===== src/rtl/dedup_top_k_selector_top_defines.svh =====
// Assertion macros for the top-k selector
`ifndef DEDUP_TOP_K_SELECTOR_TOP_DEFINES_SVH
`define DEDUP_TOP_K_SELECTOR_TOP_DEFINES_SVH
`ifndef SYNTHESIS
`define DTK_ASSERT(label, clk, rst, prop, msg) \
  label: assert property (@(posedge clk) disable iff (rst) prop) else $error(msg);
`define DTK_ASSERT_RST(label, clk, prop, msg) \
  label: assert property (@(posedge clk) prop) else $error(msg);
`else
`define DTK_ASSERT(label, clk, rst, prop, msg)
`define DTK_ASSERT_RST(label, clk, prop, msg)
`endif
`endif


===== src/rtl/dtks_ram.sv =====
module dtks_ram #(
  parameter int Width = 8,
  parameter int Depth = 16
) (
  input  logic                     clk,
  input  logic                     we,
  input  logic [$clog2(Depth)-1:0] waddr,
  input  logic [Width-1:0]         wdata,
  input  logic [$clog2(Depth)-1:0] raddr,
  output logic [Width-1:0]         rdata
);
  logic [Width-1:0] mem [Depth];

  always_ff @(posedge clk) begin
    if (we) mem[waddr] <= wdata;
    rdata <= mem[raddr];
  end
endmodule


===== config.mk =====
export PLATFORM = sky130hd
export DESIGN_NAME = dtks_ram
export DESIGN_NICKNAME = d
export VERILOG_FILES = /design/src/rtl/dedup_top_k_selector_top_defines.svh /design/src/rtl/dtks_ram.sv
export SDC_FILE = /design/constraint.sdc
export NUM_CORES = 1
export LEC_CHECK = 0
export ABC_AREA = 0
export BUFFER_PORTS_ARGS = -buffer_cell sky130_fd_sc_hd__buf_2
export CAP_MARGIN = 10
export CORE_MARGIN = 3
export CORE_UTILIZATION = 45
export CTS_CLUSTER_DIAMETER = 100
export DETAILED_ROUTE_END_ITERATION = 10
export GPL_ROUTABILITY_DRIVEN = 0
export PLACE_DENSITY = 0.64
export SLEW_MARGIN = 20
export SYNTH_ARGS = -nofsm -noshare
export SYNTH_HDL_FRONTEND = slang
export SYNTH_SLANG_ARGS = --single-unit

===== constraint.sdc =====
create_clock -name clk -period 5.33 [get_ports clk]
set_clock_uncertainty 0.2 [all_clocks]
set_input_delay 1.066 -clock clk [delete_from_list [all_inputs] [get_ports clk]]
set_output_delay 1.066 -clock clk [all_outputs]
set_load 0.005 [all_outputs]

; ---- Yosys cells after proc, flatten, opt, wreduce, memory -nomap -nowiden
; Memory sizes are Yosys's and may differ from the RTL's. A register that Yosys moved wholly into a read port is not among the register bits.
; Cells that the tools add are included.
[totals]
ramBits = 128
out_inout_bits = 8
ff_bits = 0
latchBits = 0
in_bits = 18
mem_count = 1
mem_bits_ro = 0
[classes]
eq_ne = 0
shift = 0
div_mod_pow = 0
add_sub_neg = 0
n_lt_le_gt_ge = 0
n_mux = 2
n_reduce_logical = 0
mul = 0
bitwise_logic = 0
[memory_table]
columns = memory, words, width, read_ports, rd_ports_with_merged_regs, wr, line_no
row1 = mem, 16, 8, 1, 1, 1, dtks_ram.sv:12  ; logic [Width-1:0] mem [Depth];
[op_table]
columns = cell, count
row1 = $mux 1, 2

; ---- Logic depth before layout (Yosys ltp)
; Gate-level depths: netlist of run 1.
[logic_depth]
depth_word = 2
ltp_mapped = 5
ltp_nobuf = 3

; ---- Worst setup path before layout of run 1
; OpenSTA, ideal clock, no wires.
[synth_path]
path_type = input to register
start = input waddr[2]
end = memory mem[0][0], enable pin
path_stages = 2
setup_ns = 0.383
t_arrival_ns = 2.176
t_required_ns = 4.747
slack_ns = 2.571
path_cell_list = or3b_2 > nor3_1
[synth_lines]
columns = element, line_no
row1 = "start, declared", dtks_ram.sv:7  ; input logic [$clog2(Depth)-1:0] waddr,
row2 = "end, declared", dtks_ram.sv:12
; No word-level cell before the write port.

==> impl_metrics.json, run 1 <==
{
  "final_core_util": 0.540,
  "io_pins": 26,
  "ctsHoldBuffers": 0,
  "grtUsageTotal": 0.163,
  "yosys-top-cells-count": "128 x edfxtp_1, 18 x mux4_2, 16 x a22oi_1",
  "antenna_found_initial": 0,
  "cp.depth": 4,
  "crit_slowest_cell": "buf_2",
  "p_sw_mw": 0.466,
  "cts_resized": 0,
  "via_per_inst": 5.52,
  "clockRootBuffer": "clkbuf_16",
  "crit_start": "raddr[0]",
  "clk_pin_slew_ns": 0.05,
  "synth.yosys.seq_area_share": 0.778,
  "syn-cell-area_um2": 5150,
  "hold_ws_ns": 0.463,
  "post_cts_buffers": 0,
  "ir_worst_vdd_v": 0.000173,
  "p_per_area_nw_per_um2": 405,
  "area_delta_synth_final_pct": 15.7,
  "grt_remaining_overflow": 0,
  "synth_flop_cell": "edfxtp_1",
  "nets": 283,
  "pre_cts_ws_ns": 2.02,
  "rr_startpoint": "mem[1][0]",
  "p_total_mw": 2.41,
  "synth_nets": 247,
  "drtAntennaViolNets": 0,
  "fin_crit_sh": 0.533,
  "end_kind": "flop",
  "hpwlAfterDp_um": 5940,
  "slew_viol_final": 0,
  "via_count": 2307,
  "critPathArrivalTime_ns": 2.93,
  "ys_warn_count": 0,
  "first_pass_iters": 4,
  "initial_core_util": 0.467,
  "cts_inserted_buffers": 17,
  "crit_fanout": 32,
  "ff2ff_setup_slack_ns": 3.75,
  "status": "completed",
  "first_iter_violations": 147,
  "die-width_um": 113,
  "port_buffers": 25,
  "internal-power_mw": 1.95,
  "synth_edf_count": 128,
  "cts.sink_count": 136,
  "worst_slack_ns": 2.49,
  "synthArstFlopShare": 0,
  "drc": 0,
  "core_area_um2": 11000,
  "critPathCapture": "rdata[0]",
  "path_cells": "buf_2, mux4_1, a22oi_1, nand2_1",
  "hold_depth": 3,
  "hold_class": "reg -> reg",
  "rows": 38,
  "cts.htree.levels": 4,
  "wl_per_cell_um": 23.0,
  "swShare": 0.193,
  "chipHeight_um": 113,
  "cap_violations": 0,
  "cpLargestDelayFamily": "buffers and inverters",
  "pwr-share-comb": 0.042,
  "synth.distinct_cells": 19,
  "synth_top_area_frac": 0.747,
  "worstMarginPinSlew_ns": 1.06,
  "p_leak_nw": 1.98,
  "p_clk_frac": 0.459,
  "r2r_end": "rdata[0]",
  "detail_route.wirelength_um": 9600,
  "synth_top_cell_by_area": "edfxtp_1",
  "clockBufferDepth": 2,
  "ff2ff_path_depth": 3,
  "diodes": 0,
  "dieArea_um2": 12800,
  "critical_path_class": "in -> reg",
  "synth_area_leaders": "edfxtp_1 75%, mux4_2 7.9%, mux4_1 7.1%",
  "synth_cells": 229,
  "grt_pass1_wl_um": 14600,
  "crit_buf_inv": 1,
  "cts_tree": "done",
  "grt_max_degree": 33,
  "ys_ff_latch": 136,
  "relSlewSlack": 0.292,
  "p_seq_frac": 0.499,
  "layout_min_cycle_time_ns": 2.84,
  "rsz0062_at_grt": "no",
  "drive_gt1_frac": 0.273,
  "grt_pass1_vias": 2420,
  "setup_viol": 0,
  "critPathRequiredTime_ns": 5.42,
  "start_kind": "primary input",
  "max_stage_delay_ns": 0.77,
  "max_clock_freq_mhz": 352,
  "syn_avg_cell_area_um2": 22.5,
  "clk_latency_ns": 0.41,
  "hold_viol": 0,
  "post-synth-top-count-cell": "edfxtp_1",
  "setup_tns_ns": 0
}
==> metal layers <==
layer  up-vias  GRT usage  wire, um
met3        21     0.0342       602
met2        93      0.244      4600
li1       1048          -         -
met1      1145      0.227      4130
met4         0     0.0905       262
met5         -          0         0
==> power by group through the flow <==
| stage | sequential [mW] | clock, mW | combinational, mW |
|---|---|---|---|
| after floorplan | 1.22 | 0 | 0.0607 |
| after global placement | 1.22 | 0 | 0.102 |
| after detailed placement | 1.23 | 0 | 0.105 |
| after CTS | 1.20 | 1.13 | 0.105 |
| after global routing | 1.21 | 1.17 | 0.113 |
| final | 1.20 | 1.11 | 0.102 |
==> stage by stage <==
stage	cells	area (um2)
after global placement	386	5380
final	418	5950
after detailed placement	386	5390
after floorplan	229	5150
after global routing	418	5950
after CTS	418	5950
==> how the worst min path moves through the flow <==
| stage | from | endpoint | slack [ns] |
|---|---|---|---|
| after floorplan | mem[7][0] | rdata[0] | 0.43 |
| after global placement | mem[11][1] | rdata[1] | 0.45 |
| after detailed placement | mem[14][0] | rdata[0] | 0.46 |
| after CTS | mem[14][0] | rdata[0] | 0.47 |
| after global routing | mem[15][3] | rdata[3] | 0.49 |
| final | mem[14][0] | rdata[0] | 0.46 |
==> kinds of logic (layout without fill, tap and decap cells) <==
family / Yosys count / in the layout / share of synthesized area
flops: 136 / 136 / 0.778
simple gates: 35 / 35 / 0.0318
mux: 32 / 32 / 0.150
compound gates: 16 / 16 / 0.0233
buf+inv: 10 / 59 / 0.0168
==> layout make-up <==
class / count / area, um2
flip-flops and latches: 136 / 4000
clock buffers: 23 / 468
multi-input cells: 83 / 1070
clock inverters: 9 / 100
fillers: 862 / 5080
well taps: 140 / 175
repair buffers: 27 / 140
==> layout by cell type (no fill, tap or decap) <==
master / Yosys / layout
edfxtp_1: 128 / 128
buf_2: 3 / 25
mux4_2: 18 / 18
clkbuf_16: 0 / 17
a22oi_1: 16 / 16
mux4_1: 14 / 14
nor2_1: 13 / 13
nand2_1: 9 / 9
dfxtp_1: 8 / 8
clkinv_2: 0 / 5
clkbuf_1: 0 / 4
nand3b_1: 2 / 2
nor3_2: 0 / 2
nand2b_1: 2 / 2
nor3_1: 4 / 2
bufinv_16: 0 / 2
clkinvlp_4: 0 / 2
clkbuf_8: 0 / 2
buf_4: 1 / 2
nor2b_1: 1 / 1
and2_1: 1 / 1
and2b_1: 1 / 1
nand3_1: 1 / 1
or3b_2: 1 / 1
==> sequential cells by signal (all words and copies together) (netlist names) <==
signal / flops
mem: 128
rdata: 8
==> worst min-delay path: stages, from the launching register on <==
cell and delay [ns]:
edfxtp_1 0.31, mux4_2 0.22, a22oi_1 0.06, nand2_1 0.05
(Power assumes the default switching activity.)
==> inputs of run 2 (changes only) <==
Clock period 5.33 ns to 2.7 ns, I/O delays scaled along.
==> run 2 against run 1 <==
Worst hold slack lost 0.14 ns. Non-clock buffer count grew 17. Wire length shrank 2.9%. Power grew 110%. Register-to-register slack lost 2.6 ns. Highest routed layer unchanged.
==> impl_metrics.json, run 2 (same netlist as run 1, synthesis figures left out) <==
{
  "clk_latency_ns": 0.41,
  "fin_crit_sh": 0.656,
  "layout_min_cycle_time_ns": 1.77,
  "cts.htree.levels": 4,
  "setup_viol": 0,
  "fillers": 816,
  "detail_route.wirelength_um": 9320,
  "slew_viol_final": 0,
  "wl_per_cell_um": 21.4,
  "grtUsageTotal": 0.162,
  "rows": 38,
  "clockRootBuffer": "clkbuf_16",
  "clk_pin_slew_ns": 0.06,
  "chipHeight_um": 113,
  "grt_remaining_overflow": 0,
  "ctsHoldBuffers": 0,
  "most-common-layout-cells": "128 x edfxtp_1, 25 x buf_2, 18 x mux4_2",
  "biggestRegsByFlops": "mem: 128 flops, rdata: 8 flops",
  "critical_path_class": "in -> reg",
  "die-width_um": 113,
  "first_pass_iters": 4,
  "hold_viol": 0,
  "status": "completed",
  "p_per_area_nw_per_um2": 807,
  "cts_inserted_buffers": 17,
  "nets": 300,
  "dp.cells": 403,
  "end_kind": "flop",
  "largest_register": "mem",
  "layout_commonest_cell": "edfxtp_1",
  "setup_tns_ns": 0,
  "via_count": 2421,
  "diodes": 0,
  "start_kind": "primary input",
  "ff2ff_path_depth": 3,
  "ff2ff_setup_slack_ns": 1.14,
  "rsz0062_at_grt": "no",
  "grt_pass1_vias": 2507,
  "grt_max_degree": 33,
  "area_delta_synth_final_pct": 19.5,
  "grt_pass1_wl_um": 14700,
  "worstMarginPinSlew_ns": 0.671,
  "multi_input_area_um2": 1060,
  "via_per_inst": 5.57,
  "hold_class": "in -> reg",
  "largest_reg_flops": 128,
  "core_area_um2": 11000,
  "register_area_um2": 4000,
  "p_leak_nw": 2.10,
  "ir_worst_vdd_v": 0.000381,
  "first_iter_violations": 138,
  "drc": 0,
  "drive_gt1_frac": 0.315,
  "max_clock_freq_mhz": 565,
  "crit_fanout": 32,
  "clockBufferDepth": 2,
  "relSlewSlack": 0.551,
  "critPathArrivalTime_ns": 1.86,
  "critPathRequiredTime_ns": 2.79,
  "layout.cells.non_filler": 435,
  "post_cts_buffers": 0,
  "dieArea_um2": 12800,
  "min-delay-start": "wdata[5]",
  "initial_core_util": 0.467,
  "hold_depth": 1,
  "rr_startpoint": "mem[5][0]",
  "cts_tree": "done",
  "r2r_end": "rdata[0]",
  "cts_resized": 0,
  "antenna_found_initial": 0,
  "cts.sink_count": 136,
  "port_buffers": 25,
  "crit_start": "raddr[0]",
  "cap_violations": 0,
  "hpwlAfterDp_um": 5970,
  "io_pins": 26,
  "drtAntennaViolNets": 0,
  "holdPathEnd": "mem[7][5]"
}
[run 2: metrics by stage]
stage,total power [mW],hold WS (ns),setup WS (ns),util,instance area [um2]
3_3_place_gp,2.63,0.452,0.505,0.501,5530
6_report,4.96,0.319,0.929,0.558,6150
3_5_place_dp,2.64,0.464,0.502,0.501,5530
2_1_floorplan,2.54,0.429,0.467,-,5150
4_1_cts,5.00,0.294,0.935,0.558,6150
5_1_grt,5.13,0.314,0.823,0.558,6150
[run 2: final cells by class]
type / count / share of cell area
well taps: 140 / 0.0285
flip-flops and latches: 136 / 0.651
repair buffers: 44 / 0.0476
clock buffers: 19 / 0.0720
clock inverters: 13 / 0.0289
multi-input cells: 83 / 0.172
[run 2: layer usage]
| layer | up-vias | routed length (um) | track usage |
|---|---|---|---|
| li1 | 1083 | - | - |
| met1 | 1257 | 4040 | 0.214 |
| met2 | 68 | 4690 | 0.249 |
| met3 | 13 | 411 | 0.0465 |
| met4 | 0 | 177 | 0.0777 |
| met5 | - | 0 | 0 |
[run 2: worst max path at each step]
stage                      endpoint  depth (start not counted)
after global routing       rdata[1]                          5
after floorplan           mem[0][0]                          2
final                      rdata[1]                          5
after CTS                  rdata[1]                          5
after detailed placement   rdata[1]                          5
after global placement     rdata[3]                          5
[run 2: critical path: stages]
cell and delay, ns:
buf_2 0.10, buf_12 0.24, mux4_1 0.58, a22oi_1 0.28, nand2_1 0.09
[run 2: report_power, final]
group	switching, mW	leakage [nW]	internal [mW]
sequential	0.0124	1.22	2.36
clock	0.813	0.292	1.56
combinational	0.120	0.581	0.0946
total	0.946	2.10	4.02
==> inputs of run 3 (changes only) <==
Settings changed: PLACE_DENSITY 0.64 to 0.66.
Clock period 2.7 ns to 1.55 ns, I/O delays scaled along.
==> run 3 against run 2 <==
Core utilization grew 1.6 points. Non-clock buffer count grew 11. Via count grew 0.12%. Sequential cell count is the same. Largest cell class unchanged. Design area grew 2.9%. Die area is the same. Largest power group is now the clock network.
==> impl_metrics.json, run 3 (same netlist as run 1, synthesis figures left out) <==
{
  "clockBufferDepth": 2,
  "grt_pass1_vias": 2624,
  "hold_class": "in -> reg",
  "hold_viol": 0,
  "crit_slowest_cell": "mux4_1",
  "grt_remaining_overflow": 0,
  "chipHeight_um": 113,
  "core_area_um2": 11000,
  "rows": 38,
  "antenna_found_initial": 0,
  "critPathArrivalTime_ns": 1.58,
  "rr_startpoint": "mem[5][2]",
  "ctsHoldBuffers": 0,
  "min-delay-start": "wdata[5]",
  "via_per_inst": 5.43,
  "ir_worst_vdd_v": 0.000775,
  "clk_pin_slew_ns": 0.06,
  "initial_core_util": 0.467,
  "setup_viol": 0,
  "busiest_layer": "met2",
  "nets": 311,
  "hold_ws_ns": 0.0876,
  "io_pins": 26,
  "ff2ff_setup_slack_ns": 0.06,
  "diodes": 0,
  "p_total_mw": 8.74,
  "layout_commonest_cell": "edfxtp_1",
  "ff2ff_path_depth": 3,
  "critPathRequiredTime_ns": 1.63,
  "most-common-layout-cells": "128 x edfxtp_1, 29 x mux4_2, 25 x buf_2",
  "relSlewSlack": 0.449,
  "port_buffers": 25,
  "cpLargestDelayFamily": "multiplexers",
  "fillers": 809,
  "p_leak_nw": 2.14,
  "grt_max_degree": 23,
  "rsz0062_at_grt": "no",
  "end_kind": "flop",
  "cts.sink_count": 136,
  "crit_buf_inv": 0,
  "cts.htree.levels": 4,
  "first_iter_violations": 152,
  "drive_gt1_frac": 0.415,
  "max_clock_freq_mhz": 669,
  "grt_util_met2": 0.253,
  "hpwlAfterDp_um": 6310,
  "largest_reg_flops": 128,
  "drtAntennaViolNets": 0,
  "first_pass_iters": 4,
  "max_stage_delay_ns": 0.52,
  "die-width_um": 113,
  "dp.cells": 414,
  "use_met1": 0.220,
  "p_per_area_nw_per_um2": 1380,
  "slew_viol_final": 0,
  "detail_route.wirelength_um": 9570,
  "holdPathEnd": "mem[13][5]",
  "cts_inserted_buffers": 17,
  "grt_pass1_wl_um": 14900,
  "clk_latency_ns": 0.40,
  "fin_crit_sh": 0.964,
  "grtUsageTotal": 0.161,
  "drc": 0,
  "layout.cells.non_filler": 446,
  "cts_tree": "done",
  "via_count": 2424,
  "biggestRegsByFlops": "mem: 128 flops, rdata: 8 flops",
  "start_kind": "flop",
  "clockRootBuffer": "clkbuf_16",
  "status": "completed",
  "hold_depth": 1,
  "worstMarginPinSlew_ns": 0.824,
  "r2r_end": "rdata[2]",
  "crit_fanout": 1,
  "wl_per_cell_um": 21.5,
  "gr-usage-met3": 0.0444,
  "cap_violations": 0,
  "largest_register": "mem",
  "critical_path_class": "reg -> reg",
  "path_cells": "mux4_1, a22oi_1, nand2_1",
  "area_delta_synth_final_pct": 22.9,
  "layout_min_cycle_time_ns": 1.49,
  "dieArea_um2": 12800
}
[run 3: through the flow]
stage	cell area [um2]	worst slack (ns)	setup TNS, ns	util
2_1_floorplan	5180	-0.0630	-0.690	-
3_3_place_gp	5680	-0.400	-11.63	0.515
3_5_place_dp	5680	-0.428	-12.54	0.515
4_1_cts	6310	0.0102	0	0.572
5_1_grt	6330	0.0140	0	0.574
6_report	6330	0.0559	0	0.574
[run 3: layer usage]
layer / share of wire / wire (um) / up-vias
li1: - / - / 1094
met5: 0 / 0 / -
met2: 0.49 / 4690 / 60
met1: 0.45 / 4340 / 1257
met3: 0.042 / 402 / 13
met4: 0.014 / 137 / 0
[run 3: power by group]
group	internal (mW)	switching (mW)	leakage (nW)	total, mW
sequential	4.11	0.0257	1.22	4.14
clock	2.70	1.48	0.301	4.18
combinational	0.199	0.223	0.619	0.422
total	7.01	1.73	2.14	8.74
[run 3: worst max-delay path by stage]
stage,startpoint,end,slack [ns],cells past startpoint
3_3_place_gp,raddr[0],rdata[5],-0.40,6
3_5_place_dp,raddr[0],rdata[5],-0.43,6
5_1_grt,mem[5][2],rdata[2],0.01,3
6_report,mem[5][2],rdata[2],0.06,3
2_1_floorplan,waddr[2],mem[0][0],-0.06,2
4_1_cts,mem[11][4],rdata[4],0.01,3
[run 3: what timing repair did]
action,CTS,global route
cloned,0,0
buffers inserted,0,0
pin swaps,0,0
resized for setup,1,3
endpoints found under the setup margin,1,3
endpoints found under the hold margin,0,0
[run 3: cell type report]
type / instances / area (um2) / share of cell area
Clock buffer: 17 / 425 / 0.0672
Clock inverter: 15 / 201 / 0.0318
Multi-Input combinational cell: 83 / 1070 / 0.169
Sequential cell: 136 / 4000 / 0.633
Tap cell: 140 / 175 / 0.0277
Timing Repair Buffer: 55 / 450 / 0.0712
